File: src/slfp_pkg.sv
package slfp_pkg;

	// Default sizes
	localparam int HEADER_BYTES_DEF = 3;
	localparam int RING_DEPTH_DEF   = 32;

	// Register indexes on the configuration port
	localparam logic [2:0] REG_SYNC_FIRST  = 3'd0;
	localparam logic [2:0] REG_SYNC_SECOND = 3'd1;
	localparam logic [2:0] REG_CODE_GET    = 3'd2;
	localparam logic [2:0] REG_CODE_SET    = 3'd3;
	localparam logic [2:0] REG_CODE_SEND   = 3'd4;

	// Register reset values
	localparam logic [7:0] SYNC_FIRST_RST  = 8'd85;
	localparam logic [7:0] SYNC_SECOND_RST = 8'd170;
	localparam logic [7:0] CODE_GET_RST    = 8'd1;
	localparam logic [7:0] CODE_SET_RST    = 8'd2;
	localparam logic [7:0] CODE_SEND_RST   = 8'd3;

	// Command classes
	localparam logic [1:0] KIND_GET     = 2'd0;
	localparam logic [1:0] KIND_SET     = 2'd1;
	localparam logic [1:0] KIND_SEND    = 2'd2;
	localparam logic [1:0] KIND_UNKNOWN = 2'd3;

	typedef struct packed {
		logic [7:0] sync_first;
		logic [7:0] sync_second;
		logic [7:0] code_get_lines;
		logic [7:0] code_set_lines;
		logic [7:0] code_send_lines;
	} cfg_t;

	typedef struct packed {
		logic       frame_done;
		logic [1:0] command_kind;
		logic       fetch_pulse;
		logic       ring_write;
		logic [4:0] ring_index;
		logic [7:0] ring_data;
	} res_t;

endpackage

File: src/sync_length_frame_parser.sv
// A byte accepted passes the input register, then the output register, before its result is on m_*.
// Throughput: one byte per cycle while m_tready keeps the output register draining.
// An input register and an output register let a byte enter while a result waits.
// Reset (arst_n low, asynchronous): parser idle, ring head 0, registers at defaults.
module sync_length_frame_parser
	import slfp_pkg::*;
#(
	parameter int HEADER_BYTES = HEADER_BYTES_DEF,
	parameter int RING_DEPTH   = RING_DEPTH_DEF
) (
	input  logic        clk,
	input  logic        arst_n,
	// slave stream: [7:0] rx_byte
	input  logic        s_tvalid,
	output logic        s_tready,
	input  logic [7:0]  s_tdata,
	// master stream: [1:0] command_kind, [2] fetch_pulse, [3] ring_write,
	// [8:4] ring_index, [16:9] ring_data, [23:17] zero
	output logic        m_tvalid,
	input  logic        m_tready,
	output logic [23:0] m_tdata,
	output logic        m_tlast,
	input  logic        psel,
	input  logic        penable,
	input  logic        pwrite,
	input  logic [4:0]  paddr,
	input  logic [31:0] pwdata,
	output logic [31:0] prdata,
	output logic        pready
);

	cfg_t       cfg;
	res_t       res;
	logic       valid_s1;
	logic [7:0] byte_s1;
	logic       advance;

	// Process the held byte when the result register is free or emptying
	assign advance  = valid_s1 & (~m_tvalid | m_tready);
	assign s_tready = ~valid_s1 | advance;

	// Input register
	always_ff @(posedge clk or negedge arst_n) begin
		if (!arst_n) begin
			valid_s1 <= 1'b0;
		end else if (s_tready) begin
			valid_s1 <= s_tvalid;
		end
	end

	always_ff @(posedge clk) begin
		if (s_tready && s_tvalid)
			byte_s1 <= s_tdata;
	end

	slfp_cfg u_cfg (
		.clk     (clk),
		.arst_n  (arst_n),
		.psel    (psel),
		.penable (penable),
		.pwrite  (pwrite),
		.paddr   (paddr),
		.pwdata  (pwdata),
		.prdata  (prdata),
		.pready  (pready),
		.cfg     (cfg)
	);

	slfp_parse #(
		.HEADER_BYTES (HEADER_BYTES),
		.RING_DEPTH   (RING_DEPTH)
	) u_parse (
		.clk     (clk),
		.arst_n  (arst_n),
		.advance (advance),
		.byte_s1 (byte_s1),
		.cfg     (cfg),
		.res     (res)
	);

	slfp_outreg u_outreg (
		.clk      (clk),
		.arst_n   (arst_n),
		.load     (advance),
		.res      (res),
		.m_tready (m_tready),
		.m_tvalid (m_tvalid),
		.m_tdata  (m_tdata),
		.m_tlast  (m_tlast)
	);

endmodule

File: src/slfp_cfg.sv
module slfp_cfg
	import slfp_pkg::*;
(
	input  logic        clk,
	input  logic        arst_n,
	input  logic        psel,
	input  logic        penable,
	input  logic        pwrite,
	input  logic [4:0]  paddr,
	input  logic [31:0] pwdata,
	output logic [31:0] prdata,
	output logic        pready,
	output cfg_t        cfg
);

	cfg_t       cfg_q;
	logic       wr_en;
	logic [2:0] reg_idx;

	assign pready  = 1'b1;
	assign wr_en   = psel & penable & pwrite;
	assign reg_idx = paddr[4:2];
	assign cfg     = cfg_q;

	// Write a register on the access cycle
	always_ff @(posedge clk or negedge arst_n) begin
		if (!arst_n) begin
			cfg_q.sync_first      <= SYNC_FIRST_RST;
			cfg_q.sync_second     <= SYNC_SECOND_RST;
			cfg_q.code_get_lines  <= CODE_GET_RST;
			cfg_q.code_set_lines  <= CODE_SET_RST;
			cfg_q.code_send_lines <= CODE_SEND_RST;
		end else if (wr_en) begin
			case (reg_idx)
				REG_SYNC_FIRST:  cfg_q.sync_first      <= pwdata[7:0];
				REG_SYNC_SECOND: cfg_q.sync_second     <= pwdata[7:0];
				REG_CODE_GET:    cfg_q.code_get_lines  <= pwdata[7:0];
				REG_CODE_SET:    cfg_q.code_set_lines  <= pwdata[7:0];
				REG_CODE_SEND:   cfg_q.code_send_lines <= pwdata[7:0];
				default: ;
			endcase
		end
	end

	// Return the addressed register
	always_comb begin
		prdata = '0;
		case (reg_idx)
			REG_SYNC_FIRST:  prdata[7:0] = cfg_q.sync_first;
			REG_SYNC_SECOND: prdata[7:0] = cfg_q.sync_second;
			REG_CODE_GET:    prdata[7:0] = cfg_q.code_get_lines;
			REG_CODE_SET:    prdata[7:0] = cfg_q.code_set_lines;
			REG_CODE_SEND:   prdata[7:0] = cfg_q.code_send_lines;
			default:         prdata = '0;
		endcase
	end

endmodule

File: src/slfp_parse.sv
module slfp_parse
	import slfp_pkg::*;
#(
	parameter int HEADER_BYTES = HEADER_BYTES_DEF,
	parameter int RING_DEPTH   = RING_DEPTH_DEF
) (
	input  logic       clk,
	input  logic       arst_n,
	input  logic       advance,
	input  logic [7:0] byte_s1,
	input  cfg_t       cfg,
	output res_t       res
);

	localparam int HC_W = $clog2(HEADER_BYTES);
	localparam int RH_W = $clog2(RING_DEPTH);
	localparam logic [HC_W-1:0] HDR_LAST  = HC_W'(HEADER_BYTES - 1);
	localparam logic [RH_W-1:0] RING_LAST = RH_W'(RING_DEPTH - 1);

	logic            in_payload_q, in_header_q, saw_sync_first_q;
	logic [HC_W-1:0] header_count_q;
	logic [7:0]      command_byte_q, length_high_q, first_payload_q;
	logic [15:0]     payload_length_q, payload_count_q;
	logic [RH_W-1:0] ring_head_q;

	logic            in_payload_d, in_header_d, saw_sync_first_d;
	logic [HC_W-1:0] header_count_d;
	logic [7:0]      command_byte_d, length_high_d, first_payload_d;
	logic [15:0]     payload_length_d, payload_count_d;
	logic [RH_W-1:0] ring_head_d;

	logic [16:0]     pay_next;
	logic            done;
	logic [RH_W+4:0] head_ext;

	assign pay_next = {1'b0, payload_count_q} + 17'd1;
	assign head_ext = {5'b0, ring_head_q};

	// Parse one byte: next state and the result it causes
	always_comb begin
		in_payload_d     = in_payload_q;
		in_header_d      = in_header_q;
		saw_sync_first_d = saw_sync_first_q;
		header_count_d   = header_count_q;
		command_byte_d   = command_byte_q;
		length_high_d    = length_high_q;
		payload_length_d = payload_length_q;
		payload_count_d  = payload_count_q;
		first_payload_d  = first_payload_q;
		ring_head_d      = ring_head_q;
		done             = 1'b0;
		res              = '0;

		if (byte_s1 == cfg.code_send_lines && !in_payload_q && !saw_sync_first_q) begin
			// bare send opener starts a one-byte frame
			command_byte_d = byte_s1;
			in_payload_d   = 1'b1;
			header_count_d = '0;
		end else if (in_payload_q) begin
			if (payload_count_q == 16'd0)
				first_payload_d = byte_s1;
			if (pay_next >= {1'b0, payload_length_q}) begin
				done            = 1'b1;
				payload_count_d = '0;
			end else begin
				payload_count_d = pay_next[15:0];
			end
		end else if (in_header_q) begin
			if (header_count_q == HC_W'(0))
				command_byte_d = byte_s1;
			else if (header_count_q == HC_W'(1))
				length_high_d = byte_s1;
			else if (header_count_q == HC_W'(2))
				payload_length_d = {length_high_q, byte_s1};
			if (header_count_q == HDR_LAST) begin
				in_header_d    = 1'b0;
				in_payload_d   = 1'b1;
				header_count_d = '0;
			end else begin
				header_count_d = header_count_q + HC_W'(1);
			end
		end else if (byte_s1 == cfg.sync_first) begin
			saw_sync_first_d = 1'b1;
		end else if (byte_s1 == cfg.sync_second && saw_sync_first_q) begin
			in_header_d    = 1'b1;
			header_count_d = '0;
		end

		// Classify the finished frame
		if (done) begin
			res.frame_done = 1'b1;
			if (command_byte_d == cfg.code_get_lines) begin
				res.command_kind = KIND_GET;
				res.fetch_pulse  = 1'b1;
			end else if (command_byte_d == cfg.code_set_lines) begin
				res.command_kind = KIND_SET;
			end else if (command_byte_d == cfg.code_send_lines) begin
				res.command_kind = KIND_SEND;
				res.ring_write   = 1'b1;
				res.ring_index   = head_ext[4:0];
				res.ring_data    = first_payload_d;
				ring_head_d      = (ring_head_q == RING_LAST) ? '0 : ring_head_q + RH_W'(1);
			end else begin
				res.command_kind = KIND_UNKNOWN;
			end
			saw_sync_first_d = 1'b0;
			in_payload_d     = 1'b0;
			payload_length_d = '0;
			payload_count_d  = '0;
		end
	end

	// Hold parser state; advance on each processed byte
	always_ff @(posedge clk or negedge arst_n) begin
		if (!arst_n) begin
			in_payload_q     <= 1'b0;
			in_header_q      <= 1'b0;
			saw_sync_first_q <= 1'b0;
			header_count_q   <= '0;
			command_byte_q   <= '0;
			length_high_q    <= '0;
			payload_length_q <= '0;
			payload_count_q  <= '0;
			first_payload_q  <= '0;
			ring_head_q      <= '0;
		end else if (advance) begin
			in_payload_q     <= in_payload_d;
			in_header_q      <= in_header_d;
			saw_sync_first_q <= saw_sync_first_d;
			header_count_q   <= header_count_d;
			command_byte_q   <= command_byte_d;
			length_high_q    <= length_high_d;
			payload_length_q <= payload_length_d;
			payload_count_q  <= payload_count_d;
			first_payload_q  <= first_payload_d;
			ring_head_q      <= ring_head_d;
		end
	end

endmodule

File: src/slfp_outreg.sv
module slfp_outreg
	import slfp_pkg::*;
(
	input  logic        clk,
	input  logic        arst_n,
	input  logic        load,
	input  res_t        res,
	input  logic        m_tready,
	output logic        m_tvalid,
	output logic [23:0] m_tdata,
	output logic        m_tlast
);

	logic out_valid_q;
	res_t res_q;

	// Load a new result, or drop the one taken downstream
	always_ff @(posedge clk or negedge arst_n) begin
		if (!arst_n) begin
			out_valid_q <= 1'b0;
		end else if (load) begin
			out_valid_q <= 1'b1;
		end else if (m_tready) begin
			out_valid_q <= 1'b0;
		end
	end

	always_ff @(posedge clk) begin
		if (load)
			res_q <= res;
	end

	assign m_tvalid = out_valid_q;
	assign m_tlast  = res_q.frame_done;
	assign m_tdata  = {7'b0, res_q.ring_data, res_q.ring_index, res_q.ring_write,
		res_q.fetch_pulse, res_q.command_kind};

endmodule

File: config.mk
export PLATFORM = sky130hd
export DESIGN_NAME = sync_length_frame_parser
export DESIGN_NICKNAME = d
export VERILOG_FILES = /design/src/slfp_pkg.sv /design/src/sync_length_frame_parser.sv /design/src/slfp_cfg.sv /design/src/slfp_parse.sv /design/src/slfp_outreg.sv
export SDC_FILE = /design/constraint.sdc
export NUM_CORES = 1
export LEC_CHECK = 0
export BUFFER_PORTS_ARGS = -buffer_cell sky130_fd_sc_hd__clkbuf_2
export CAP_MARGIN = 20
export CORE_MARGIN = 1.5
export CORE_UTILIZATION = 54
export CTS_BUF_LIST = sky130_fd_sc_hd__clkbuf_8
export DETAILED_ROUTE_END_ITERATION = 6
export GPL_TIMING_DRIVEN = 0
export HOLD_SLACK_MARGIN = 0.15
export PLACE_DENSITY_LB_ADDON = 0.3
export SLEW_MARGIN = 20
export SYNTH_ARGS = -nofsm -noshare
export SYNTH_HDL_FRONTEND = slang
export SYNTH_HIERARCHICAL = 1
export SYNTH_SLANG_ARGS = --single-unit
File: constraint.sdc
create_clock -name clk -period 3.4 [get_ports clk]
set_input_delay 0.68 -clock clk [delete_from_list [all_inputs] [get_ports clk]]
set_output_delay 0.68 -clock clk [all_outputs]
set_load 0.005 [all_outputs]
**Word level (Yosys, flattened, before mapping)**

Cells that the tools add are included.

- Register bits: 134
- Input bits: 52
- Word-level logic and storage cells: 146

- Add/sub/neg operators: 3
- Order comparisons: 1
- Equal/unequal tests: 20
- Muxes and demuxes: 53
- Bitwise gates (word level): 14
- Reduce and logical (&&, ||, !) cells: 30

Operators by type and width:

| operator | number |
|---|---|
| two-way mux 16 bit | 11 |
| two-way mux 8 bit | 7 |
| equality test 8 bit | 6 |
| two-way mux 14 bit | 3 |
| one-hot mux 8 bit (5 select lines) | 1 |
| two-way mux 1 bit | 21 |
| two-way mux 18 bit | 1 |
| adder 16 x 1 -> 17 bit (second input constant) | 1 |
| greater-or-equal comparator 17 x 16 -> 1 bit | 1 |
| zero test 16 bit | 1 |
| two-way mux 2 bit | 8 |
| AND reduction 2 bit | 5 |
| AND reduction 5 bit | 2 |
| nonzero test 2 bit | 5 |
| inverter 1 bit | 9 |
| AND reduction 7 bit | 1 |
| equality test 3 x 2 -> 1 bit (second input constant) | 2 |
| != test 2 x 1 -> 1 bit (second input constant) | 3 |
| != test 2 bit (second input constant) | 3 |
| AND reduction 3 bit | 2 |
| AND reduction 6 bit | 1 |
| adder 5 x 1 -> 5 bit (second input constant) | 1 |
| equality test 5 bit (second input constant) | 1 |
| two-way mux 5 bit | 1 |
| other kinds (17) | 24 |

**Logic depth before layout (Yosys ltp)**

- Depth after elaboration: 10
- Mapped depth: 17
- Mapped depth without buffers: 15

**Cells and area by module**

The synthesis kept the hierarchy.

By module, submodules not included:

| module | times used | cells each | area an instance (µm²) |
|---|---|---|---|
| slfp_parse | 1 | 489 | 4,667.0 |
| slfp_cfg | 1 | 158 | 2,133.3 |
| slfp_outreg | 1 | 29 | 633.1 |
| sync_length_frame_parser | 1 | 14 | 311.5 |

**Worst setup path after synthesis**

No wires, ideal clock.

- Path kind: input to register
- From: input port m_tready
- To: register u_parse.length_high_q[0]
- Setup time: 0.125 ns
- Data arrival time: 3.859 ns
- Path slack: -0.584 ns
- Stages: 5
- Path through: inv_1 a21boi_0 nand2_1 nor4_2 mux2_2

- Cells in the longest elaborated chain, start to end: 3

Ends and longest elaborated chain:

| item | line | source |
|---|---|---|
| start: declaration | sync_length_frame_parser.sv:20 | `input logic m_tready,` |
| bitwise OR 1 bit | sync_length_frame_parser.sv:39 | `assign advance = valid_s1 & (~m_tvalid \| m_tready);` |
| bitwise AND 1 bit | sync_length_frame_parser.sv:39 |  |
| net advance | sync_length_frame_parser.sv:36 | `logic advance;` |
| AND reduction 6 bit (no line) | - |  |
| end signal: assignment | slfp_parse.sv:132 | `length_high_q <= length_high_d;` |
| end: declaration | slfp_parse.sv:22 | `logic [7:0] command_byte_q, length_high_q, first_payload_q;` |

The timed path passes the listed nets, and every way through them passes these cells.
A chain may end at the register's enable or synchronous reset.

**Worst setup path in the final report**

- From: register u_parse.payload_count_q[0]
- To: register u_parse.ring_head_q[2]

- Cells in the longest elaborated chain, start to end: 6

Ends and longest elaborated chain:

| item | line | source |
|---|---|---|
| start: declaration | slfp_parse.sv:23 | `logic [15:0] payload_length_q, payload_count_q;` |
| start signal: assignment | slfp_parse.sv:134 | `payload_count_q <= payload_count_d;` |
| adder 16 x 1 -> 17 bit | slfp_parse.sv:36 | `assign pay_next = {1'b0, payload_count_q} + 17'd1;` |
| greater-or-equal comparator 17 x 16 -> 1 bit | slfp_parse.sv:62 | `if (pay_next >= {1'b0, payload_length_q}) begin` |
| two-way mux 1 bit | slfp_parse.sv:62 |  |
| two-way mux 1 bit | slfp_parse.sv:59 | `end else if (in_payload_q) begin` |
| two-way mux 1 bit | slfp_parse.sv:54 | `if (byte_s1 == cfg.code_send_lines && !in_payload_q && !saw_sync_first_q) begin` |
| AND reduction 5 bit (no line) | - |  |
| end signal: assignment | slfp_parse.sv:136 | `ring_head_q <= ring_head_d;` |
| end: declaration | slfp_parse.sv:24 | `logic [RH_W-1:0] ring_head_q;` |

No other way between the ends.

==> flow_results.xml <==
<?xml version="1.0" encoding="UTF-8"?>
<metrics>
  <group name="die">
    <metric name="die_area" unit="µm²">15100</metric>
    <metric name="core.rowCount" unit="">43</metric>
    <metric name="io_pins" unit="">112</metric>
    <metric name="dieWidth" unit="µm">123</metric>
    <metric name="die_height" unit="µm">123</metric>
    <metric name="initial_core_util" unit="%">55.6</metric>
    <metric name="coreArea" unit="µm²">13900</metric>
  </group>
  <group name="outcome">
    <metric name="failed_checks" unit="">negative setup slack</metric>
    <metric name="outcome" unit="">finished with violations</metric>
  </group>
  <group name="synthesis">
    <metric name="synth.distinct_cells" unit="">77</metric>
    <metric name="netlist.area_leader.share" unit="%">31.0</metric>
    <metric name="synth_area" unit="µm²">7740</metric>
    <metric name="netlist.top_cell.by_area" unit="">dfrtp_1</metric>
    <metric name="ys_seq_area_share" unit="%">45.2</metric>
    <metric name="synthesized_area_fraction_occupied_by_xor_and_xnor_cells" unit="%">8.79</metric>
    <metric name="synth_simple_gate_area_share" unit="%">12.0</metric>
    <metric name="synth-adder-area-share" unit="%">3.23</metric>
    <metric name="yosys_warnings" unit="">6</metric>
    <metric name="syn-mean-instance-area" unit="µm²">11.2</metric>
    <metric name="synth_compound_gate_area_share" unit="%">12.3</metric>
    <metric name="predominant_post_synthesis_flop_cell" unit="">dfrtp_1</metric>
    <metric name="synthMuxAreaShare" unit="%">11.4</metric>
    <metric name="postSynth.asyncResetShare" unit="%">80.6</metric>
    <metric name="count_of_mapped_cells_out_of_synthesis" unit="">690</metric>
    <metric name="ys_seq_elements" unit="">134</metric>
    <metric name="dominant_combinational_cell_family_by_area_after_synthesis" unit="">compound AO/OA/AOI/OAI gates</metric>
    <metric name="number_of_enable_type_register_cells_in_the_synthesized_netlist" unit="">26</metric>
    <metric name="post_synth_main_area_contributors" unit="">dfrtp_1 31%, edfxtp_1 10%, mux2_2 9.5%, xnor2_1 6.2%, dfstp_2 4.1%</metric>
  </group>
  <group name="detailed_routing">
    <metric name="totalWireLength" unit="µm">19000</metric>
    <metric name="route.vias.total" unit="">5923</metric>
    <metric name="met2WireLength" unit="µm">9710</metric>
    <metric name="detail_route.drc_violations" unit="">0</metric>
    <metric name="route.antenna.remaining_nets" unit="">0</metric>
    <metric name="top_routing_layer_used" unit="">met4</metric>
    <metric name="routedWlPerCell" unit="µm">18.8</metric>
    <metric name="dr_wl_met3" unit="µm">1080</metric>
    <metric name="drt_iter0_markers" unit="">574</metric>
    <metric name="avgViaCountPerCell" unit="">5.87</metric>
    <metric name="dr.pass1.iters" unit="">5</metric>
    <metric name="met1Wirelength" unit="µm">7730</metric>
  </group>
  <group name="critical_path">
    <metric name="crit_path_max_incr_delay" unit="ns">0.42</metric>
    <metric name="worstSetupEndpointType" unit="">register</metric>
    <metric name="arr_time_crit_path" unit="ns">3.85</metric>
    <metric name="start_kind" unit="">register</metric>
    <metric name="critPathRequiredTime" unit="ns">3.73</metric>
    <metric name="crit_slowest_cell" unit="">dfrtp_2</metric>
    <metric name="critical_path.cell_chain" unit="">and3_4 &gt; nand3_4 &gt; nor2_4 &gt; nand3_4 &gt; nor2_2 &gt; xnor2_1 &gt; inv_1 &gt; ha_1 &gt; and4_4 &gt; nand4_1 &gt; o211ai_1 &gt; buf_4 &gt; clkbuf_16 &gt; o2111ai_1 &gt; o41a_1 &gt; a41o_1</metric>
    <metric name="criticalPathCategory" unit="">register to register</metric>
    <metric name="path_max_fanout" unit="">6</metric>
    <metric name="cpMostUsedCell" unit="">nand3_4</metric>
  </group>
  <group name="final_layout">
    <metric name="area_growth_syn_to_layout" unit="%">20.0</metric>
    <metric name="final_nets" unit="">888</metric>
    <metric name="multi_input_comb_area" unit="µm²">4090</metric>
    <metric name="layout_common_cells" unit="">89 x dfrtp_1, 65 x mux2_2, 64 x buf_4, 52 x clkbuf_2, 52 x xnor2_1</metric>
    <metric name="antenna_cells_inserted" unit="">0</metric>
    <metric name="finish.utilization" unit="%">66.7</metric>
    <metric name="layout_commonest_cell" unit="">dfrtp_1</metric>
    <metric name="num-fill-cells" unit="">1050</metric>
    <metric name="seq_area" unit="µm²">3510</metric>
    <metric name="layout-drive-gt1-share" unit="%">37.6</metric>
  </group>
  <group name="timing">
    <metric name="finalMaxSlewViolations" unit="">0</metric>
    <metric name="fmax" unit="MHz">284</metric>
    <metric name="worst-slew-pin-transition" unit="ns">0.952</metric>
    <metric name="final.period_utilization" unit="%">104</metric>
    <metric name="finalWorstSetupSlack" unit="ns">-0.119</metric>
    <metric name="post-route-min-period" unit="ns">3.52</metric>
    <metric name="final.setup.tns" unit="ns">-1.44</metric>
    <metric name="finalHoldViolations" unit="">0</metric>
    <metric name="rsz0062_at_grt" unit="">yes</metric>
    <metric name="slew-limit-headroom" unit="%">36.0</metric>
    <metric name="clock-skew-final" unit="ns">0.0134</metric>
    <metric name="final-setup-viol-count" unit="">29</metric>
  </group>
  <group name="place">
    <metric name="io_buffers" unit="">53</metric>
    <metric name="post_placement_worst_setup_slack" unit="ns">-0.669</metric>
    <metric name="place.detailed.hpwl" unit="µm">13000</metric>
    <metric name="gp_routability_congestion" unit="">0.951</metric>
  </group>
  <group name="global_route">
    <metric name="grt_start_max_net_pins" unit="">75</metric>
    <metric name="grt_first_pass_wirelength" unit="µm">29800</metric>
    <metric name="grt_total_usage" unit="%">26.1</metric>
    <metric name="grt.overflow.total" unit="">0</metric>
    <metric name="initial_antenna_violation_count" unit="">0</metric>
    <metric name="grt_pass1_vias" unit="">5757</metric>
  </group>
  <group name="power_and_ir_drop">
    <metric name="p_total" unit="W">0.00406</metric>
    <metric name="power_density" unit="nW/µm²">437</metric>
    <metric name="maximum_vdd_drop" unit="mV">0.340</metric>
    <metric name="static-leakage-power" unit="nW">4.14</metric>
  </group>
  <group name="hold_path">
    <metric name="hold_class" unit="">input pin to register</metric>
  </group>
  <group name="cts">
    <metric name="cts.htree.levels" unit="">4</metric>
    <metric name="insertion_delay" unit="ns">0.44</metric>
    <metric name="clock-sinks" unit="">134</metric>
    <metric name="clock_tree_from_tritoncts" unit="">done</metric>
    <metric name="worst_setup_hold_path_clk_slew" unit="ns">0.08</metric>
    <metric name="clockBufferDepth" unit="">2</metric>
    <metric name="cts_root_buf" unit="">clkbuf_8</metric>
    <metric name="cts_made_buffers" unit="">17</metric>
  </group>
  <group name="job">
    <metric name="maxCapViolCount" unit="">0</metric>
  </group>
</metrics>
[final timing paths]
| check | start | to | slack (ns) | depth (start not counted) |
|---|---|---|---|---|
| min | s_tdata[7] | byte_s1[7]$_DFFE_PP_ | 0.41 | 1 |
| max reg2reg | u_parse/payload_count_q[0]$_DFFE_PN0P_ | u_parse/ring_head_q[2]$_DFFE_PN0P_ | -0.12 | 16 |
| min in group asynchronous | arst_n | u_parse/first_payload_q[2]$_DFFE_PN0P_ | 0.71 | 2 |
| min reg2reg | u_parse/payload_length_q[13]$_DFFE_PN0P_ | u_parse/payload_length_q[13]$_DFFE_PN0P_ | 0.50 | 1 |
| max | u_parse/payload_count_q[0]$_DFFE_PN0P_ | u_parse/ring_head_q[2]$_DFFE_PN0P_ | -0.12 | 16 |
| max in group asynchronous | arst_n | u_cfg/cfg[31]$_DFFE_PN1P_ | 1.99 | 3 |
[sequential cells by signal, summed over array words and instances, names as in the netlist, 5 cells and up]
name	count
u_parse/payload_count_q	16
u_parse/length_high_q	8
byte_s1	8
u_parse/command_byte_q	8
u_parse/first_payload_q	8
u_outreg/m_tdata	17
u_parse/ring_head_q	5
u_cfg/cfg	40
u_parse/payload_length_q	16
[critical path: cells and delay by family (launching register included)]
| family | cells | cell delay (ns) |
|---|---|---|
| AOI/OAI and AO/OA | 4 | 0.88 |
| and+or+nand+nor | 7 | 1.21 |
| xor gates and xnor gates | 1 | 0.15 |
| buffers and inverters | 3 | 0.41 |
| adders and majority gates | 1 | 0.32 |
| DFF | 1 | 0.42 |
[cell usage after synthesis (3+ instances only)]
cell / number
a21boi_0: 5
a21boi_1: 4
a21o_1: 8
a21oi_1: 10
a221oi_1: 3
a22o_1: 16
a22oi_1: 8
a31oi_1: 3
a32oi_1: 8
and2_1: 6
and3_1: 3
buf_1: 6
buf_4: 38
buf_6: 4
clkbuf_1: 16
conb_1: 3
dfrtp_1: 96
dfstp_2: 12
edfxtp_1: 26
ha_1: 20
inv_1: 30
mux2_1: 3
mux2_2: 65
mux2_4: 8
nand2_1: 40
nand2b_1: 5
nand3_1: 20
nand4_1: 13
nor2_1: 21
nor2b_1: 4
nor3_1: 9
nor4_1: 6
o21ai_0: 30
o22ai_1: 3
o31ai_1: 7
o41ai_1: 3
or3_1: 4
xnor2_1: 55
xor2_1: 19
[layer usage]
metal,up-vias,global-route usage (%)
li1,2681,-
met1,2941,32.9
met2,264,44.1
met3,37,5.02
met4,0,11.0
met5,-,0
[where the power goes]
part	switching [W]	internal [W]
sequential	0.000190	0.00182
combinational	0.000407	0.000417
clock	0.000584	0.000648
[cell type report]
cell class	instances	area share [%]
Buffer	62	4.85
Sequential cell	134	37.7
Tap cell	180	2.42
Inverter	32	1.29
Clock inverter	7	0.337
Clock buffer	25	3.70
Multi-Input combinational cell	487	44.0
Timing Repair Buffer	82	5.61
[stage by stage]
stage	area, µm²	std cells	hold slack [ns]
floorplan	7860	719	0.384
global placement	8350	952	0.484
detailed placement	8390	953	0.489
CTS	9020	995	0.388
global route	9290	1009	0.370
finish	9290	1009	0.413
[kinds of logic (layout without fill, tap and decap cells)]
| family | after synthesis | after routing |
|---|---|---|
| AOI/OAI and AO/OA | 129 | 129 |
| other | 3 | 32 |
| xor gates and xnor gates | 76 | 76 |
| and+or+nand+nor | 154 | 154 |
| buffers and inverters | 98 | 208 |
| muxes | 76 | 76 |
| DFF | 134 | 134 |
| adders and majority gates | 20 | 20 |
[timing repair]
action / CTS / global route
buffers inserted: 13 / 14
resized for setup: 34 / 49
endpoints found under the setup margin: 57 / 51
pin swaps: 15 / 12
hold buffers: 1 / 0
hold endpoints to repair: 28 / 0
Note: power is estimated with default switching activity, not from simulation.
